--- config.mk ---
export PLATFORM = sky130hd
export DESIGN_NAME = hts_interp
export DESIGN_NICKNAME = d
export VERILOG_FILES = /design/src/hw/rtl/hts_pkg.sv /design/src/hw/rtl/hts_interp.sv
export SDC_FILE = /design/constraint.sdc
export NUM_CORES = 1
export LEC_CHECK = 0
export BUFFER_PORTS_ARGS = -buffer_cell sky130_fd_sc_hd__buf_2
export CAP_MARGIN = 15
export CORE_ASPECT_RATIO = 1.4
export CORE_UTILIZATION = 45
export DETAILED_ROUTE_END_ITERATION = 8
export HOLD_SLACK_MARGIN = 0.02
export PLACE_DENSITY = 0.58
export RECOVER_POWER = 50
export SYNTH_ARGS = -nofsm -noshare
export SYNTH_HDL_FRONTEND = slang
export SYNTH_SLANG_ARGS = --single-unit
--- constraint.sdc ---
create_clock -name clock -period 16.7 [get_ports clock]
set_clock_uncertainty 0.1 [all_clocks]
set_input_delay 1.67 -clock clock [delete_from_list [all_inputs] [get_ports clock]]
set_output_delay 1.67 -clock clock [all_outputs]
set_load 0.1 [all_outputs]
--- src/hw/rtl/hts_pkg.sv ---
// ----------------------------------------------------------------------------
// hts_pkg
// Shared constants and the stage metadata type for the heightmap triangle sampler.
// ----------------------------------------------------------------------------
`timescale 1ns / 1ps

package hts_pkg;

   localparam int GRID_SIDE_DEF = 129;
   localparam int TILES_W       = 8;
   localparam int TILES_RESET   = 128;
   localparam int FRAC_W        = 8;
   localparam int HEIGHT_W      = 16;
   localparam int DIFF_W        = HEIGHT_W + 1;
   localparam int WEIGHT_W      = FRAC_W + 1;
   localparam int OUT_W         = 24;
   localparam int POS_W         = 17;
   localparam int INDEX_W       = 15;

   localparam logic CMD_LOAD  = 1'b0;
   localparam logic CMD_QUERY = 1'b1;

   // travels alongside each request through the pipeline
   typedef struct packed {
      logic              valid;
      logic              query;
      logic              in_map;
      logic [FRAC_W-1:0] fx;
      logic [FRAC_W-1:0] fz;
   } hts_meta_type;

endpackage

--- src/hw/rtl/hts_interp.sv ---
// ----------------------------------------------------------------------------
// hts_interp
// Triangle select and operand setup, then weighted sum into the response
// register.
// ----------------------------------------------------------------------------
`timescale 1ns / 1ps

module hts_interp (
   input  logic                                clock,
   input  logic                                reset,
   input  logic                                advance,
   input  hts_pkg::hts_meta_type               in_meta,
   input  logic signed [hts_pkg::HEIGHT_W-1:0] in_h0,
   input  logic signed [hts_pkg::HEIGHT_W-1:0] in_h1,
   input  logic signed [hts_pkg::HEIGHT_W-1:0] in_h2,
   input  logic signed [hts_pkg::HEIGHT_W-1:0] in_h3,
   output logic                                out_valid,
   output logic                                out_in_map,
   output logic signed [hts_pkg::OUT_W-1:0]    out_height
);

   localparam int HW   = hts_pkg::HEIGHT_W;
   localparam int DW   = hts_pkg::DIFF_W;
   localparam int WW   = hts_pkg::WEIGHT_W;
   localparam int FW   = hts_pkg::FRAC_W;
   localparam int PW   = DW + WW + 1;
   localparam int SW   = PW + 1;
   localparam int OW   = hts_pkg::OUT_W;

   logic                 lower;
   logic [WW-1:0]        one_q8;
   logic [WW-1:0]        fx_w;
   logic [WW-1:0]        fz_w;

   hts_pkg::hts_meta_type s4_meta_ff;
   logic signed [HW-1:0] s4_base_in, s4_base_ff;
   logic signed [DW-1:0] s4_da_in, s4_da_ff;
   logic signed [DW-1:0] s4_db_in, s4_db_ff;
   logic [WW-1:0]        s4_wa_in, s4_wa_ff;
   logic [WW-1:0]        s4_wb_in, s4_wb_ff;

   logic signed [PW-1:0] prod_a;
   logic signed [PW-1:0] prod_b;
   logic [SW-1:0]        sum;

   logic                 out_valid_in, out_valid_ff;
   logic                 out_in_map_ff;
   logic [OW-1:0]        out_height_in, out_height_ff;

   // stage 4: lower-left triangle when fx + fz < 1.0
   always_comb begin
      one_q8 = {1'b1, {FW{1'b0}}};
      fx_w   = {1'b0, in_meta.fx};
      fz_w   = {1'b0, in_meta.fz};
      lower  = (fx_w + fz_w) < one_q8;
      if (lower) begin
         s4_base_in = in_h0;
         s4_da_in   = DW'(in_h1) - DW'(in_h0);
         s4_db_in   = DW'(in_h2) - DW'(in_h0);
         s4_wa_in   = fz_w;
         s4_wb_in   = fx_w;
      end else begin
         s4_base_in = in_h3;
         s4_da_in   = DW'(in_h1) - DW'(in_h3);
         s4_db_in   = DW'(in_h2) - DW'(in_h3);
         s4_wa_in   = one_q8 - fx_w;
         s4_wb_in   = one_q8 - fz_w;
      end
   end

   always_ff @(posedge clock) begin
      if (reset) begin
         s4_meta_ff.valid <= 1'b0;
      end else if (advance) begin
         s4_meta_ff <= in_meta;
      end
   end

   always_ff @(posedge clock) begin
      if (advance) begin
         s4_base_ff <= s4_base_in;
         s4_da_ff   <= s4_da_in;
         s4_db_ff   <= s4_db_in;
         s4_wa_ff   <= s4_wa_in;
         s4_wb_ff   <= s4_wb_in;
      end
   end

   // stage 5: base * 1.0 + da * wa + db * wb
   always_comb begin
      prod_a = s4_da_ff * $signed({1'b0, s4_wa_ff});
      prod_b = s4_db_ff * $signed({1'b0, s4_wb_ff});
      sum    = {{(SW-HW-FW){s4_base_ff[HW-1]}}, s4_base_ff, {FW{1'b0}}}
             + {prod_a[PW-1], prod_a}
             + {prod_b[PW-1], prod_b};
      out_valid_in  = s4_meta_ff.valid && s4_meta_ff.query;
      out_height_in = s4_meta_ff.in_map ? sum[OW-1:0] : '0;
   end

   always_ff @(posedge clock) begin
      if (reset) begin
         out_valid_ff <= 1'b0;
      end else if (advance) begin
         out_valid_ff <= out_valid_in;
      end
   end

   always_ff @(posedge clock) begin
      if (advance) begin
         out_in_map_ff <= s4_meta_ff.in_map;
         out_height_ff <= out_height_in;
      end
   end

   assign out_valid  = out_valid_ff;
   assign out_in_map = out_in_map_ff;
   assign out_height = $signed(out_height_ff);

endmodule

==> impl_metrics.toml, run 1 <==
[critical_path]
cp_max_fo = 18
worstSetupPathType = "flop to flop"
cp_num_buf_inv = 2
cp-endpoint = "out_height[23]"
crit_start = "s4_wb_ff[5]"
reg2reg_slack_ps = 9910
max_stage_delay_ps = 680
r2r_cells = 18
endpoint_kind = "flop"
cp_common_cell = "fa_1"
cp.required_ps = 16720
reg2reg_to = "out_height[23]"
crit_chain = "and2_1 -> fa_1 -> inv_1 -> fa_1 -> fa_1 -> inv_1 -> fa_1 -> fa_1 -> fa_1 -> fa_1 -> ha_1 -> a21o_1 -> a21o_1 -> and2_1 -> o21ai_1 -> a21oi_4 -> nor3_1 -> nor3b_2"
cpMaxStageDelayCell = "edfxtp_1"
start_kind = "flop"
cp_top_family = "adder cells"
r2r-start = "s4_wb_ff[5]"
cp_num_cells = 18
crit_arrival_ps = 6820

[routing]
detail_route.wl_per_cell_um = 18.8
drc = 0
ant_nets = 0
vias = 11200
viasPerCell = 5.15
drtIter0Drc = 566
drt_first_pass_iters = 5
routed_wl_mm = 41.0

[yosys]
synth_mux_area_frac = 0.0126
synthCells = 1638
yosysTopAreaCell = "fa_1"
synth_area_per_cell_um2 = 9.90
ys_seq_area_frac = 0.178
synth_ff_type = "edfxtp_1"
ys_warn_count = 0
synth_seq_cells = 97
netlist_area_um2 = 16200
synth_most_common_cell = "inv_1"
yosysTopAreaCellShare = 0.362
async_reset_ff_frac = 0
yosys.area_share.adder = 0.466
synthSimpleGateAreaFrac = 0.150
synth_compound_area_frac = 0.0562
ys_top_cells_by_count = "inv_1, fa_1, and2_1"
synth_nets = 2152
synth_area_leaders = "fa_1, edfxtp_1, ha_1, inv_1, and2_1"
synth_cell_types = 65
synth_top_family_by_area = "adder cells"
synth_edf_count = 95
synth_xor_area_frac = 0.0407

[clock_network]
cts_sinks = 97
clk_pin_slew_ps = 90
root_buffer = "clkbuf_16"
postCtsSetupBuffers = 0
cts_buffers = 9
clockBufferDepth = 2
clk_latency_ps = 390
cts_tree = "yes"
ctsHoldBuffers = 0
cts_resized = 0
htree_levels = 3

[layout]
diodes = 0
syn_to_final_growth_pct = 7.62
nets = 2230
drive_gt1_frac = 0.0721

[floorplanning]
pin_count = 112
start_util = 0.461
die_h_um = 227
rows = 81
die_area_um2 = 36800
coreArea_um2 = 35200
fp.dieW_um = 162

[global_route]
first_global_vias = 12300
antenna_found_initial = 0
use_met2 = 0.460
gr-usage-met1 = 0.245
use_met3 = 0.0276
track_usage = 0.242
grt_max_degree = 60
busiest_layer = "met2"
grt_overflow_total = 0
grt_pass1_wl_mm = 65.4

[place]
dp_hpwl_mm = 34.2
io_buffer_count = 111
finalWeightedCongestion = 0.904

[timing]
finalMaxSlewViolations = 100
tightest_slew_ps = 3470
max_clock_freq_mhz = 147
fin_tns_setup_ps = 0
setup-violations-final = 0
grt_setup_unrepaired = "false"
slew-limit-headroom = -1.31
hold_violations = 0
fin_crit_sh = 0.407
min_period_ps = 6790

[run_status]
status = "finished, violations left"
violations = "max-capacitance violations, max-slew violations"

[flow_run]
timing.max_cap.violations = 2

[worst_hold_path]
hp-start = "out_valid"
hp-class = "flop to flop"
[final cells by class]
| cell class | instances | area (um2) |
|---|---|---|
| well taps | 456 | 571 |
| inverters | 363 | 1360 |
| clock inverters | 7 | 93.8 |
| multi-input cells | 1132 | 11800 |
| repair buffers | 113 | 533 |
| flip-flops and latches | 97 | 2890 |
| clock buffers | 9 | 225 |
| fillers | 3346 | 17700 |
[per-stage QoR]
step	cell area (um2)	util	instances	hold slack [ps]	setup WS, ps
after floorplan	16200	-	1638	354	10390
after global placement	17200	0.488	2161	350	10080
after detailed placement	17200	0.488	2161	357	9920
after global routing	17400	0.496	2177	389	9640
after CTS	17500	0.497	2177	372	9910
final	17400	0.496	2177	370	9910
[worst register-to-register path, cell delays in order (launching register included)]
cell,delay [ps]
edfxtp_1,680
and2_1,310
fa_1,540
inv_1,60
fa_1,450
fa_1,560
inv_1,60
fa_1,630
fa_1,460
fa_1,520
fa_1,420
ha_1,360
a21o_1,190
a21o_1,210
and2_1,210
o21ai_1,340
a21oi_4,100
nor3_1,250
nor3b_2,80
[layout by cell type (no fill, tap or decap), types with 9 or more instances in the layout]
master / Yosys / routed
inv_1: 362 / 362
fa_1: 293 / 293
and2_1: 177 / 175
nand2_1: 162 / 162
ha_1: 135 / 135
edfxtp_1: 95 / 95
buf_2: 3 / 84
xnor2_1: 52 / 52
nor2_1: 46 / 46
a21oi_1: 32 / 32
o21ai_0: 28 / 28
clkbuf_1: 38 / 28
nor3_1: 23 / 23
xor2_1: 19 / 19
a21o_1: 17 / 17
mux2i_1: 17 / 17
nor2b_1: 12 / 12
o21a_1: 10 / 10
o21ai_1: 10 / 9
nand3_1: 9 / 9
a31oi_1: 9 / 9
clkbuf_16: 0 / 9
[worst min-delay path by stage]
stage / endpoint / slack (ps) / cells past startpoint
after global placement: out_valid / 350 / 2
final: out_valid / 370 / 2
after CTS: out_valid / 370 / 2
after floorplan: out_valid / 350 / 2
after detailed placement: out_valid / 360 / 2
after global routing: out_valid / 390 / 2
[flip-flops by register name, summed over array words and instances, names as in the netlist]
register and cells:
out_height 24, out_in_map 1, s4_db_ff 17, s4_wb_ff 9
s4_da_ff 17, out_valid 1, s4_base_ff 16, s4_meta_ff 3
s4_wa_ff 9
[routing by layer]
layer,wire [um],vias to the layer above
met2,23000,226
met3,1080,105
met1,14000,5673
met5,0,-
met4,2930,0
li1,-,5200
[logic make-up after synthesis]
group / count (synthesis)
buffers and inverters: 409
AOI/OAI and AO/OA: 138
xor gates and xnor gates: 73
DFF: 97
and+or+nand+nor: 473
adders and majority gates: 428
muxes: 20
Power of run 1 is left out: the tool's default activity adds up to more than one toggle a clock period on the data nets, which glitch-free logic cannot reach.
==> run 2, diff against run 1 <==
--- a/config.mk
+++ b/config.mk
@@ -5,13 +5,14 @@
 export SDC_FILE = /design/constraint.sdc
 export NUM_CORES = 1
 export LEC_CHECK = 0
+export ABC_AREA = 1
 export BUFFER_PORTS_ARGS = -buffer_cell sky130_fd_sc_hd__buf_2
 export CAP_MARGIN = 15
 export CORE_ASPECT_RATIO = 1.4
 export CORE_UTILIZATION = 45
 export DETAILED_ROUTE_END_ITERATION = 8
 export HOLD_SLACK_MARGIN = 0.02
-export PLACE_DENSITY = 0.58
+export PLACE_DENSITY = 0.61
 export RECOVER_POWER = 50
 export SYNTH_ARGS = -nofsm -noshare
 export SYNTH_HDL_FRONTEND = slang
==> constraint.sdc (replaced) <==
create_clock -name clock -period 6 [get_ports clock]
set_clock_uncertainty 0.1 [all_clocks]
set_input_delay 0.6 -clock clock [delete_from_list [all_inputs] [get_ports clock]]
set_output_delay 0.6 -clock clock [all_outputs]
set_load 0.1 [all_outputs]
==> run 2 against run 1 <==
Net effect:
- the run ends with max-capacitance violations, max-slew violations, negative setup slack left
- sequential cell count unchanged
- critical endpoint unchanged
- utilization is 4.3 points higher
- non-clock buffer count increased by 179
- first-iteration DRC count is 5.8% lower
- count of clock-buffer cells in the layout stayed put
- cell count is 24% higher
==> impl_metrics.toml, run 2 <==
[floorplanning]
die_area_um2 = 38000
rows = 83
die_h_um = 230
pin_count = 112
coreArea_um2 = 36700
start_util = 0.457
fp.dieW_um = 165

[timing]
setup-violations-final = 1
grt_setup_unrepaired = "true"
slew-limit-headroom = -1.40
holdWs_ps = 310
fin_crit_sh = 1.00
tightest_slew_ps = 3600
finalMaxSlewViolations = 99
min_period_ps = 6000
hold_violations = 0
max_clock_freq_mhz = 167
setup_ws_ps = -1.39
fin_tns_setup_ps = -1.39

[layout]
final_common_cell = "inv_1"
drive_gt1_frac = 0.177
largest_register_ffs = 24
multi_input_area_um2 = 11600
fillers = 3453
syn_to_final_growth_pct = 18.2
nets = 2739
diodes = 0
layout_common_cells = "inv_1, nand2_1, fa_1"
final-seq-area_um2 = 2890

[global_route]
antenna_found_initial = 0
grt_overflow_total = 0
first_global_vias = 14100
grt_max_degree = 69
grt_pass1_wl_mm = 68.0
track_usage = 0.232

[yosys]
synth_seq_cells = 97
ys_top_cells_by_count = "inv_1, nand2_1, fa_1"
async_reset_ff_frac = 0
netlist_area_um2 = 16700
synth_most_common_cell = "inv_1"
synthCells = 2000
synth_ff_type = "edfxtp_1"
synth_nets = 2514
ys_warn_count = 0
ys_seq_area_frac = 0.173
synth_edf_count = 95
synth_cell_types = 39
synth_area_leaders = "fa_1, edfxtp_1, inv_1, nand2_1, ha_1"
yosysTopAreaCellShare = 0.350
yosysTopAreaCell = "fa_1"
synth_area_per_cell_um2 = 8.37

[routing]
vias = 13000
drc = 0
drt_first_pass_iters = 4
routed_wl_mm = 40.8
detail_route.wl_per_cell_um = 15.1
ant_nets = 0
viasPerCell = 4.82
drtIter0Drc = 533

[critical_path]
cp.required_ps = 6020
worstSetupPathType = "flop to flop"
start_kind = "flop"
cp_max_fo = 8
crit_arrival_ps = 6020
endpoint_kind = "flop"

[run_status]
status = "finished, violations left"
violations = "max-capacitance violations, max-slew violations, negative setup slack"

[worst_hold_path]
hp-class = "primary input to flop"

[place]
dp_hpwl_mm = 35.2
io_buffer_count = 111
finalWeightedCongestion = 0.925
dp_slack_ps = -193

[clock_network]
cts_buffers = 9
clockBufferDepth = 2
root_buffer = "clkbuf_16"
htree_levels = 3
cts_tree = "yes"
clk_pin_slew_ps = 80
clk_latency_ps = 370
cts_sinks = 97

[flow_run]
timing.max_cap.violations = 2
-- run 2: cell types whose count changed after synthesis, moves of 17 or more --
cell	change
nand2_1	+309
inv_1	+224
and2_1	-176
a21oi_1	+44
xnor2_1	-38
nand3_1	+32
clkbuf_1	+24
nor2_1	-18
mux2i_1	-17
-- run 2: area by class of cell --
cell class	count	share of cell area
Clock buffer	9	0.0114
Clock inverter	7	0.00272
Inverter	603	0.115
Multi-Input combinational cell	1222	0.588
Sequential cell	97	0.146
Tap cell	467	0.0295
Timing Repair Buffer	292	0.107
-- run 2: kinds of logic (layout without fill, tap and decap cells) --
kind of cell / after synthesis / in the layout / share of synthesized area
adders and majority gates: 428 / 428 / 0.451
AOI/OAI and AO/OA: 167 / 167 / 0.0579
buffers and inverters: 681 / 911 / 0.155
xor gates and xnor gates: 45 / 45 / 0.0235
and+or+nand+nor: 582 / 582 / 0.139
DFF: 97 / 97 / 0.173
-- run 2: path summary, 6_finish.rpt --
kind	endpoint	start	depth (start not counted)	slack, ps
setup / recovery	out_height[23]	s4_wb_ff[4]	22	-1
setup reg to reg	out_height[23]	s4_wb_ff[4]	22	-1
hold reg to reg	out_valid	out_valid	2	380
hold / removal	s4_meta_ff[17]	in_meta[17]	1	310
-- run 2: worst max-delay path, cell delays in order (launching register included) --
cell and delay (ps):
edfxtp_1 470, buf_6 180, nand2_1 50, inv_1 50
fa_1 600, inv_2 60, fa_1 470, inv_1 50
fa_1 480, inv_1 50, fa_1 510, fa_1 440
fa_1 510, fa_1 560, inv_2 50, ha_1 280
buf_4 150, a21oi_2 150, o31ai_2 80, a21oi_1 150
nand3_2 100, a21oi_1 130, nor2_1 60
-- run 2: layer usage --
metal	GRT usage	vias up	share of wire
met5	0	-	0
met4	0.0797	0	0.036
met3	0.0222	85	0.036
met2	0.433	313	0.52
met1	0.271	6325	0.40
li1	-	6288	-
-- run 2: timing repair --
| action | 4_1_cts | 5_1_grt |
|---|---|---|
| setup buffers | 18 | 3 |
| gates cloned | 1 | 0 |
| endpoints found under the setup margin | 10 | 16 |
| hold buffers | 0 | 0 |
| pin swaps | 40 | 18 |
| gates resized for setup | 54 | 52 |
-- run 2: through the flow --
step	area (um2)	util	std cells
after CTS	19600	0.535	2694
after global routing	19800	0.539	2697
after detailed placement	18900	0.516	2659
after global placement	18900	0.516	2659
after floorplan	16700	-	2000
final	19800	0.539	2697
Power of run 2 is left out for the same reason.
