`config.mk`:
```
export PLATFORM = sky130hd
export DESIGN_NAME = hts_addr
export DESIGN_NICKNAME = d
export VERILOG_FILES = /design/src/hw/rtl/hts_pkg.sv /design/src/hw/rtl/hts_addr.sv
export SDC_FILE = /design/constraint.sdc
export NUM_CORES = 1
export LEC_CHECK = 0
export ABC_AREA = 0
export BUFFER_PORTS_ARGS = -buffer_cell sky130_fd_sc_hd__buf_2
export CAP_MARGIN = 20
export CORE_MARGIN = 2
export CORE_UTILIZATION = 30
export CTS_CLUSTER_DIAMETER = 100
export DETAILED_ROUTE_END_ITERATION = 10
export PLACE_DENSITY = 0.55
export SYNTH_ARGS = -nofsm -noshare
export SYNTH_HDL_FRONTEND = slang
export SYNTH_SLANG_ARGS = --single-unit
```
`constraint.sdc`:
```
create_clock -name clock -period 5.4 [get_ports clock]
set_clock_uncertainty 0.1 [all_clocks]
set_input_delay 0.27 -clock clock [delete_from_list [all_inputs] [get_ports clock]]
set_output_delay 0.27 -clock clock [all_outputs]
set_load 0.03 [all_outputs]
```
`src/hw/rtl/hts_pkg.sv`:
```
// ----------------------------------------------------------------------------
// hts_pkg
// Shared constants and the stage metadata type for the heightmap triangle sampler.
// ----------------------------------------------------------------------------
`timescale 1ns / 1ps

package hts_pkg;

   localparam int GRID_SIDE_DEF = 129;
   localparam int TILES_W       = 8;
   localparam int TILES_RESET   = 128;
   localparam int FRAC_W        = 8;
   localparam int HEIGHT_W      = 16;
   localparam int DIFF_W        = HEIGHT_W + 1;
   localparam int WEIGHT_W      = FRAC_W + 1;
   localparam int OUT_W         = 24;
   localparam int POS_W         = 17;
   localparam int INDEX_W       = 15;

   localparam logic CMD_LOAD  = 1'b0;
   localparam logic CMD_QUERY = 1'b1;

   // travels alongside each request through the pipeline
   typedef struct packed {
      logic              valid;
      logic              query;
      logic              in_map;
      logic [FRAC_W-1:0] fx;
      logic [FRAC_W-1:0] fz;
   } hts_meta_type;

endpackage

```
`src/hw/rtl/hts_addr.sv`:
```
// ----------------------------------------------------------------------------
// hts_addr
// Two stages: cell and fraction decode of a request, then row base address.
// ----------------------------------------------------------------------------
`timescale 1ns / 1ps

module hts_addr #(
   parameter int GRID_SIDE = hts_pkg::GRID_SIDE_DEF
) (
   input  logic                                clock,
   input  logic                                reset,
   input  logic                                advance,
   input  logic [hts_pkg::TILES_W-1:0]         tiles,
   input  logic                                in_valid,
   input  logic                                in_command,
   input  logic [hts_pkg::INDEX_W-1:0]         in_load_index,
   input  logic signed [hts_pkg::HEIGHT_W-1:0] in_load_height,
   input  logic signed [hts_pkg::POS_W-1:0]    in_pos_x,
   input  logic signed [hts_pkg::POS_W-1:0]    in_pos_z,
   output hts_pkg::hts_meta_type               out_meta,
   output logic [hts_pkg::TILES_W-1:0]         out_col,
   output logic [$clog2(GRID_SIDE*GRID_SIDE)-1:0] out_row_base,
   output logic                                out_load_we,
   output logic [$clog2(GRID_SIDE*GRID_SIDE)-1:0] out_load_addr,
   output logic signed [hts_pkg::HEIGHT_W-1:0] out_load_height
);

   localparam int STORE_DEPTH = GRID_SIDE * GRID_SIDE;
   localparam int ADDR_W      = $clog2(STORE_DEPTH);
   localparam int TW          = hts_pkg::TILES_W;
   localparam int FW          = hts_pkg::FRAC_W;
   localparam int CW          = hts_pkg::POS_W + 1;

   logic [TW:0]   side;
   logic [TW-1:0] half;
   logic [CW-1:0] cx;
   logic [CW-1:0] cz;
   logic [CW-FW-1:0] nx_raw;
   logic [CW-FW-1:0] nz_raw;
   logic          x_ok;
   logic          z_ok;

   hts_pkg::hts_meta_type            s1_meta_in, s1_meta_ff;
   logic [TW-1:0]                    s1_nx_in, s1_nx_ff;
   logic [TW-1:0]                    s1_nz_in, s1_nz_ff;
   logic                             s1_load_ok_in, s1_load_ok_ff;
   logic [ADDR_W-1:0]                s1_load_addr_in, s1_load_addr_ff;
   logic signed [hts_pkg::HEIGHT_W-1:0] s1_load_height_ff;

   logic [2*TW:0]                    row_prod;
   hts_pkg::hts_meta_type            s2_meta_ff;
   logic [TW-1:0]                    s2_col_ff;
   logic [ADDR_W-1:0]                s2_row_base_in, s2_row_base_ff;
   logic                             s2_load_we_in, s2_load_we_ff;
   logic [ADDR_W-1:0]                s2_load_addr_ff;
   logic signed [hts_pkg::HEIGHT_W-1:0] s2_load_height_ff;

   // stage 1: offset by half the side, floor to cell, range check
   always_comb begin
      side   = {1'b0, tiles} + {{TW{1'b0}}, 1'b1};
      half   = side[TW:1];
      cx     = {in_pos_x[hts_pkg::POS_W-1], in_pos_x} + CW'({half, {FW{1'b0}}});
      cz     = {in_pos_z[hts_pkg::POS_W-1], in_pos_z} + CW'({half, {FW{1'b0}}});
      nx_raw = cx[CW-1:FW];
      nz_raw = cz[CW-1:FW];
      x_ok   = !nx_raw[CW-FW-1] && (nx_raw[CW-FW-2:0] < (CW-FW-1)'(tiles));
      z_ok   = !nz_raw[CW-FW-1] && (nz_raw[CW-FW-2:0] < (CW-FW-1)'(tiles));

      s1_meta_in.valid  = in_valid;
      s1_meta_in.query  = (in_command == hts_pkg::CMD_QUERY);
      s1_meta_in.in_map = x_ok && z_ok;
      s1_meta_in.fx     = cx[FW-1:0];
      s1_meta_in.fz     = cz[FW-1:0];
      s1_nx_in          = s1_meta_in.in_map ? nx_raw[TW-1:0] : '0;
      s1_nz_in          = s1_meta_in.in_map ? nz_raw[TW-1:0] : '0;
      s1_load_ok_in     = 32'(in_load_index) < 32'(STORE_DEPTH);
      s1_load_addr_in   = ADDR_W'(in_load_index);
   end

   always_ff @(posedge clock) begin
      if (reset) begin
         s1_meta_ff.valid <= 1'b0;
      end else if (advance) begin
         s1_meta_ff <= s1_meta_in;
      end
   end

   always_ff @(posedge clock) begin
      if (advance) begin
         s1_nx_ff          <= s1_nx_in;
         s1_nz_ff          <= s1_nz_in;
         s1_load_ok_ff     <= s1_load_ok_in;
         s1_load_addr_ff   <= s1_load_addr_in;
         s1_load_height_ff <= in_load_height;
      end
   end

   // stage 2: row base = row * side
   always_comb begin
      row_prod       = s1_nz_ff * side;
      s2_row_base_in = ADDR_W'(row_prod);
      s2_load_we_in  = s1_meta_ff.valid && !s1_meta_ff.query && s1_load_ok_ff;
   end

   always_ff @(posedge clock) begin
      if (reset) begin
         s2_meta_ff.valid <= 1'b0;
         s2_load_we_ff    <= 1'b0;
      end else if (advance) begin
         s2_meta_ff    <= s1_meta_ff;
         s2_load_we_ff <= s2_load_we_in;
      end
   end

   always_ff @(posedge clock) begin
      if (advance) begin
         s2_col_ff         <= s1_nx_ff;
         s2_row_base_ff    <= s2_row_base_in;
         s2_load_addr_ff   <= s1_load_addr_ff;
         s2_load_height_ff <= s1_load_height_ff;
      end
   end

   assign out_meta        = s2_meta_ff;
   assign out_col         = s2_col_ff;
   assign out_row_base    = s2_row_base_ff;
   assign out_load_we     = s2_load_we_ff;
   assign out_load_addr   = s2_load_addr_ff;
   assign out_load_height = s2_load_height_ff;

endmodule

```
==> summary by stage, run 1 <==
Outcome
The flow ran to the end, and the final reports show no timing, DRC or antenna violations.

Setup path
At the worst endpoint, the required time is 5.46 ns. In this run the critical register-to-register path is launched from s1_nz_ff[4]. The most critical setup path has its startpoint at tiles[0]. The cell with the largest stage delay on the worst path is sky130_fd_sc_hd__xnor2_1.

Of all nets on the critical path, the largest fanout is 8. The path depth of the worst reg2reg path is 14. The most frequent cell on the critical path is sky130_fd_sc_hd__fa_1.

The critical path data arrival time is 5.02 ns. The capturing element type of the critical path is a flip-flop. The highest cell delay on the worst timing path is 0.66 ns. The critical path is of the in2reg type.

The signal on the critical path passes through buf_2 -> ha_1 -> nand3_1 -> nor3_1 -> xnor2_1 -> nor2b_1 -> fa_1 -> inv_1 -> fa_1 -> fa_1 -> fa_1 -> inv_1 -> ha_1 -> o41ai_1 -> a21oi_1 -> a31oi_1 -> xnor2_1. STA classifies the critical path startpoint as an input port. The setup check on the worst reg-to-reg path leaves a slack of 0.73 ns.

Cells and area
The count of fill cells added during filler insertion is 2459. The library cells used most frequently in the layout, excluding fill and tap cells, are sky130_fd_sc_hd__buf_2, sky130_fd_sc_hd__edfxtp_1, sky130_fd_sc_hd__inv_1. Cells with a size suffix above 1 make up 26.7% of the layout. The number of antenna cells inserted is 0.

After the last flow step, the layout net total stands at 990. Once layout is complete, the cells apart from fillers number 1156. Relative to the synthesized area, the layout overhead comes to 29.8%.

The combined area of the multi-input logic cells is 0.00334 mm2. Registers take 0.00420 mm2. The post-layout utilization of the core is 39.5%. The library cell used most frequently in the layout, excluding fill and tap cells, is sky130_fd_sc_hd__buf_2.

Flow run
The tool flagged a number of max-cap violations equal to 0.

Global routing
The first global-routing pass estimated 28000 um of wire. Global routing used 12.8% of the available tracks across all layers. The pin count of the biggest net entering global routing is 60. The number of antenna violations at the first check in global routing is 0. The via count of the first global-routing pass came to 5245. The aggregate global routing overflow is 0.

Die
The I/O pin total is 152. The floorplan die width is 166 um. The height of the die is 166 um. In this run the core area contains 59 standard-cell rows. The placeable core region is 0.0259 mm2. The initial core utilization is 30.4%. The die covers 0.0276 mm2.

Worst hold path
The critical hold path startpoint is tiles[0]. The worst hold path was traced through 3 stages. The min-delay analysis places its worst path in the category in2reg.

Power and ir drop
The ratio of total power to cell area is 416 mW/mm2. VDD sags by at most 0.213 mV. The total leakage power is 0.00436 uW. The sum of internal, switching and leakage power is 4260 uW.

Placement
Including well taps, the total number of placed cells is 1074. The quantity of I/O buffers inserted on ports is 151. Routability-driven placement finished with a final weighted congestion of 0.814.

The sum of net half-perimeters after detailed placement is 12600 um.

Synthesis
The number of flops mapped to enable cells by yosys is 138. The compound-cell area share of the yosys netlist is 7.27%. The mean cell area of the mapped netlist is 13.6 um2.

The count of state elements after synthesis is 141. The dominant synthesized flop cell is sky130_fd_sc_hd__edfxtp_1. Synthesis produced a netlist whose cell count is 581.

The share of synthesized area occupied by flip-flops and latches is 53.3%. The area share of xor/xnor cells in the synthesized design is 3.11%. Counting flops with an async set or reset pin after synthesis yields a share of 0%. The mux cell area share after synthesis is 0.254%. The net count of the mapped netlist is 763.

The adder and majority gate portion of the synthesized area is 20.6%. By area, the combinational part of the netlist is dominated by adder cells. Summing the areas of all and, or, nand and nor instances in the mapped netlist gives 11.1% of the synthesized area. The synthesized cell area is 0.00789 mm2. The count of distinct cell types in the synthesized netlist is 54. The warning count from the yosys run is 0.

STA
At the pin with the least slew margin, the transition time is 0.965 ns. The worst hold slack across all endpoints is 0.286 ns. The shortest clock period the worst path allows after layout is 4.96 ns.

The portion of the clock cycle consumed by the worst path in the final layout is 91.9%. The final setup violation count is 0. Setup repair after global routing left no endpoint under its margin. The count of pins over their slew limit came to 0. Static timing analysis puts the maximum clock frequency at 202 MHz. The count of endpoints failing hold in the final timing report is 0. The worst pin sits at a relative slew slack of 35.6%.

Clocking
Counting the buffers created by CTS gives 17. The source-to-sink clock delay at the later pin of the worst-skew pair is 0.41 ns. CTS saw 141 sinks.

The worst-case clock buffer depth is 2. CTS placed an instance of sky130_fd_sc_hd__clkbuf_16 at the clock tree root. TritonCTS built the clock tree. The clock slew seen by the registers of the worst setup and hold paths is 0.06 ns. The maximum level of the CTS H-tree is 4.

Route
Detailed routing inserted a total of 5157 vias. Dividing the detail-routed via count by the number of cells gives 4.46. After detailed routing, the total wire length is 17300 um. The final routed DRC violation total is 0. The number of search-and-repair iterations in the first detailed-routing pass is 4. In this run, the number of DRC markers left after iteration 0 of detailed routing was 323. After detailed routing, the average wire length per cell comes to 15.0 um.

The count of nets left with antenna violations once routing finished came out at 0.
==> final timing paths <==
| kind | end |
|---|---|
| worst max-delay path | out_row_base[14] |
| worst min-delay path | out_row_base[0] |
| worst max register to register | out_row_base[14] |
| worst min register to register | out_load_addr[5] |
==> kinds of logic after synthesis <==
logic type | count (synthesis)
AND/OR/NAND/NOR | 146
flip-flops | 141
adder cells (fa/ha/maj) | 104
buffers and inverters | 86
AO/OA/AOI/OAI | 74
XOR/XNOR | 28
multiplexers | 2
==> sequential cells by signal (all words and copies together) (netlist names) <==
signal / count
s1_nx_ff: 8
out_col: 8
out_meta: 19
out_load_height: 16
s1_load_height_ff: 16
s1_nz_ff: 8
s1_load_ok_ff: 1
s1_meta_ff: 19
out_load_addr: 15
out_row_base: 15
out_load_we: 1
s1_load_addr_ff: 15
==> cell type report <==
type,count,area share (%)
clock inverter,15,1.92
sequential,141,41.1
clock buffer,17,4.16
timing repair buffer,212,13.1
multi-input combinational,354,32.7
inverter,82,3.01
tap,335,4.09
==> synth_stat cells (3+ instances only) <==
| cell type | n | area share (%) |
|---|---|---|
| sky130_fd_sc_hd__nor4_2 | 3 | 0.48 |
| sky130_fd_sc_hd__nand2_1 | 25 | 1.2 |
| sky130_fd_sc_hd__and2_1 | 39 | 3.1 |
| sky130_fd_sc_hd__nor4_1 | 9 | 0.71 |
| sky130_fd_sc_hd__o21ai_1 | 4 | 0.25 |
| sky130_fd_sc_hd__a21oi_1 | 13 | 0.83 |
| sky130_fd_sc_hd__xnor2_1 | 18 | 2.0 |
| sky130_fd_sc_hd__o21ai_0 | 6 | 0.38 |
| sky130_fd_sc_hd__ha_1 | 61 | 9.7 |
| sky130_fd_sc_hd__a211oi_1 | 4 | 0.38 |
| sky130_fd_sc_hd__o221ai_1 | 6 | 0.67 |
| sky130_fd_sc_hd__edfxtp_1 | 138 | 53 |
| sky130_fd_sc_hd__nor2b_1 | 18 | 1.4 |
| sky130_fd_sc_hd__nor3_1 | 11 | 0.70 |
| sky130_fd_sc_hd__a21o_1 | 14 | 1.3 |
| sky130_fd_sc_hd__o21a_1 | 6 | 0.57 |
| sky130_fd_sc_hd__inv_2 | 4 | 0.19 |
| sky130_fd_sc_hd__nor3_2 | 9 | 1.1 |
| sky130_fd_sc_hd__nand3_1 | 3 | 0.19 |
| sky130_fd_sc_hd__xor2_1 | 10 | 1.1 |
| sky130_fd_sc_hd__fa_1 | 43 | 11 |
| sky130_fd_sc_hd__dfxtp_1 | 3 | 0.76 |
| sky130_fd_sc_hd__inv_1 | 78 | 3.7 |
| sky130_fd_sc_hd__nor2_1 | 13 | 0.62 |
| sky130_fd_sc_hd__nand2b_1 | 7 | 0.56 |
==> through the flow <==
step / setup TNS (ns) / setup WS, ns / cell area (um2)
final: 0 / 0.439 / 10200
after global routing: 0 / 0.0403 / 10200
after CTS: 0 / 0.398 / 10200
after detailed placement: -0.00137 / -0.00137 / 9110
after global placement: 0 / 0.188 / 9110
after floorplan: 0 / 0.738 / 7890
==> power breakdown <==
group | switching [uW] | internal [uW]
sequential | 44.8 | 1400
combinational | 958 | 645
clock | 510 | 707
total | 1510 | 2750
==> worst max-delay path: cells and delay by family <==
family	cells	cell delay, ns
fa+ha+maj	6	2.50
compound gates	3	0.95
xor+xnor	2	0.75
simple gates	3	0.33
buf+inv	3	0.21
==> timing repair <==
item                      in CTS  in global routing
hold buffers                  50                  0
hold endpoints to repair      51                  0
gates resized for setup        0                  0
buffers inserted               0                  0
==> per-layer routing <==
layer	GRT usage (%)	wire length (um)	vias up	part of all wire, %
li1	-	-	2519	-
met1	17.1	8120	2494	47
met2	21.1	8320	134	48
met3	2.96	722	10	4.2
met4	3.48	138	0	0.80
met5	0	0	-	0
Note: power is estimated with default switching activity, not from simulation.
==> inputs of run 2 (changes only) <==
--- a/config.mk
+++ b/config.mk
@@ -6,13 +6,13 @@
 export NUM_CORES = 1
 export LEC_CHECK = 0
 export ABC_AREA = 0
-export BUFFER_PORTS_ARGS = -buffer_cell sky130_fd_sc_hd__buf_2
+export BUFFER_PORTS_ARGS = -buffer_cell sky130_fd_sc_hd__buf_4
 export CAP_MARGIN = 20
 export CORE_MARGIN = 2
 export CORE_UTILIZATION = 30
 export CTS_CLUSTER_DIAMETER = 100
 export DETAILED_ROUTE_END_ITERATION = 10
-export PLACE_DENSITY = 0.55
+export PLACE_DENSITY = 0.56
 export SYNTH_ARGS = -nofsm -noshare
 export SYNTH_HDL_FRONTEND = slang
 export SYNTH_SLANG_ARGS = --single-unit
==> constraint.sdc (replaced) <==
create_clock -name clock -period 4.5 [get_ports clock]
set_clock_uncertainty 0.1 [all_clocks]
set_input_delay 0.225 -clock clock [delete_from_list [all_inputs] [get_ports clock]]
set_output_delay 0.225 -clock clock [all_outputs]
set_load 0.03 [all_outputs]
==> run 2 against run 1 <==
Worst hold slack worse by 0.035 ns; wire length is 2.0% higher; register-to-register slack worse by 0.62 ns; critical path type is now reg2reg; critical endpoint unchanged.
==> summary by stage, run 2 (synthesized netlist as in run 1, its figures left out) <==
Setup path
The endpoint identified for the worst register-to-register timing path is out_row_base[14]. The path type of the worst setup path is reg2reg. The peak fanout along the critical path is 5. STA puts the critical path data arrival time at 4.45 ns. The worst setup path is launched from a flip-flop. In this design, the stage delay of the slowest critical-path cell is 0.55 ns. The most frequent cell on the critical path is sky130_fd_sc_hd__fa_1.

The path depth of the worst reg2reg path is 16. The critical register-to-register path startpoint is s1_nz_ff[2]. The capturing element type of the critical path is a flip-flop. The data required time of the critical path is 4.56 ns. For flop-to-flop paths, the worst setup slack is 0.11 ns. Traced cell by cell, the critical path runs through buf_2 -> and2_4 -> fa_1 -> fa_1 -> fa_1 -> inv_1 -> fa_1 -> inv_1 -> ha_4 -> o21ai_0 -> nor2_1 -> o41ai_2 -> buf_4 -> a21oi_4 -> a31oi_1 -> xnor2_1. The cell with the largest stage delay on the worst path is sky130_fd_sc_hd__fa_1.

Cells and area
In the final layout, flip-flops and latches occupy 0.00420 mm2. The most common cell after layout, fill and taps aside is sky130_fd_sc_hd__buf_4. From synthesis to final layout, the design area changed by 41.1%. The multi-input combinational cells in the finished layout cover a total of 0.00349 mm2. Cells fill 42.9% of the core in the end. For this run, the number of standard cells in the final layout without fillers is 1208. The final instance area is 0.0111 mm2. 0 antenna diodes ended up in the layout. The layout has 2419 filler cells. The fraction of final layout cells sized beyond drive strength 1 is 33.2%.

Leaving out fill and tap cells, the most frequent cells in the layout are sky130_fd_sc_hd__buf_4, sky130_fd_sc_hd__edfxtp_1, sky130_fd_sc_hd__inv_1. For this run, the post-layout net count is 1042.

STA
Timing would allow up to 228 MHz. The worst hold slack across all endpoints is 0.251 ns. The final setup violation count is 0. The slew at the pin closest to its max-slew limit is 0.998 ns. The normalized max-slew margin is 33.4%.

The shortest clock period the worst path allows after layout is 4.39 ns. The portion of the clock cycle consumed by the worst path in the final layout is 97.5%. The count of endpoints failing hold in the final timing report came to 0.

The count of pins over their slew limit came to 0.

Route
The number of search-and-repair iterations in the first detailed-routing pass is 4. The routed design has 17600 um of wire. The number of routed nets with antenna violations is 0. Summing over every cut layer, the via total after detailed routing is 5365. The first routing iteration left 293 violations.

In the final routed layout, each cell accounts on average for 14.6 um. After detailed routing, the number of remaining DRC violations is 0. After detailed routing, the number of vias per cell comes to 4.44.

Power and ir drop
The worst voltage drop across the vdd grid is 0.259 mV. The sum of internal, switching and leakage power is 5450 uW. Power spread over the standard cell area amounts to 490 mW/mm2. In this run the static leakage power is 0.00477 uW.

Die
The height of the die is 166 um. The floorplan step defined a die boundary enclosing 0.0276 mm2. The I/O pin total is 152. The initial utilization of the core area, before any placement, comes to 30.4%.

The cell row count is 59. The core region is 0.0259 mm2. The floorplan step set the die width to 166 um.

Placement
The placed instances occupy a cell area of 0.00991 mm2. At the end of routability-driven placement, the weighted congestion stood at 0.766. Input and output buffers added on the ports amount to 151. The cell total after placement is 1116. Summed over all nets, the half-perimeter wirelength after detailed placement is 13000 um.

Global routing
The pin count of the biggest net entering global routing is 55. The via count of the first global-routing pass is 5353. The first global-routing pass estimated 28000 um of wire. The total routing resource utilization after global routing is 12.8%. The aggregate global routing overflow is 0. The number of antenna violations at the first check in global routing is 0.

Clocking
The maximum level of the CTS H-tree is 4. TritonCTS built the clock tree. For the worst-skew pair, the clock arrives at the later sink with an insertion delay of 0.42 ns.

The number of clock sinks is 141. The number of clock buffers added by TritonCTS is 17. No sink is reached through more buffers than the 2 on the longest clock path. In this run the clock root is driven by a sky130_fd_sc_hd__clkbuf_16. The clock slew seen by the registers of the worst setup and hold paths is 0.07 ns.

Flow run
Across the run, the number of max-cap violations was 0.

Worst hold path
The worst hold path belongs to the class in2reg. The hold path endpoint is out_row_base[0]. The hold path depth is 3. The critical hold path startpoint is tiles[0].

Outcome
The flow ran to the end, and the final reports show no timing, DRC or antenna violations.
## run 2: cell count changes in the layout (fill, tap and decap cells not counted), moves of 2 or more
cell,previous run,this run
sky130_fd_sc_hd__ha_1,61,59
sky130_fd_sc_hd__buf_2,150,1
sky130_fd_sc_hd__ha_4,0,2
sky130_fd_sc_hd__xnor2_1,18,13
sky130_fd_sc_hd__xnor2_2,0,5
sky130_fd_sc_hd__buf_4,12,213
sky130_fd_sc_hd__a21oi_1,13,11
## run 2: critical path: cells and delay by family, from the launching register on
kind | cells | cell delay, ns
AND/OR/NAND/NOR | 2 | 0.29
AO/OA/AOI/OAI | 4 | 0.42
adder cells (fa/ha/maj) | 5 | 2.24
XOR/XNOR | 1 | 0.13
flip-flops | 1 | 0.46
buffers and inverters | 4 | 0.47
## run 2: per-layer routing
metal / up-vias / wire length (um) / GRT usage (%)
li1: 2625 / - / -
met1: 2581 / 7900 / 17.0
met2: 146 / 8690 / 20.9
met3: 13 / 890 / 3.34
met4: 0 / 162 / 3.52
met5: - / 0 / 0
## run 2: stage by stage
| step | setup WS, ns | setup TNS, ns |
|---|---|---|
| 2_1_floorplan | 0.000905 | 0 |
| 3_3_place_gp | -0.264 | -1.17 |
| 3_5_place_dp | -0.344 | -1.56 |
| 4_1_cts | 0.0402 | 0 |
| 5_1_grt | -0.0339 | -0.0402 |
| 6_report | 0.112 | 0 |
## run 2: worst max path at each step
| stage | from | to | slack [ns] | cells past startpoint |
|---|---|---|---|---|
| floorplan | tiles[0] | out_row_base[14] | 0.0009 | 18 |
| global placement | tiles[0] | out_row_base[12] | -0.26 | 19 |
| detailed placement | tiles[0] | out_row_base[14] | -0.34 | 19 |
| CTS | s1_nz_ff[4] | out_row_base[13] | 0.04 | 12 |
| global route | s1_nz_ff[2] | out_row_base[13] | -0.03 | 14 |
| finish | s1_nz_ff[2] | out_row_base[14] | 0.11 | 16 |
## run 2: layout make-up
type                            count  area share (%)
Clock buffer                       17            3.82
Clock inverter                     15            1.52
Inverter                           82            2.77
Multi-Input combinational cell    354            31.4
Sequential cell                   141            37.8
Tap cell                          335            3.77
Timing Repair Buffer              264            18.9
## run 2: what timing repair did
action / in CTS / in global routing
buffers inserted: 0 / 10
endpoints found under the hold margin: 52 / 0
endpoints found under the setup margin: 0 / 6
gates resized for setup: 0 / 9
hold buffers: 50 / 0
## run 2: where the power goes
| part | total (uW) | internal (uW) | switching, uW |
|---|---|---|---|
| clock network | 1390 | 791 | 600 |
| logic | 2330 | 1100 | 1230 |
| registers | 1730 | 1680 | 54.9 |
| total | 5450 | 3570 | 1880 |
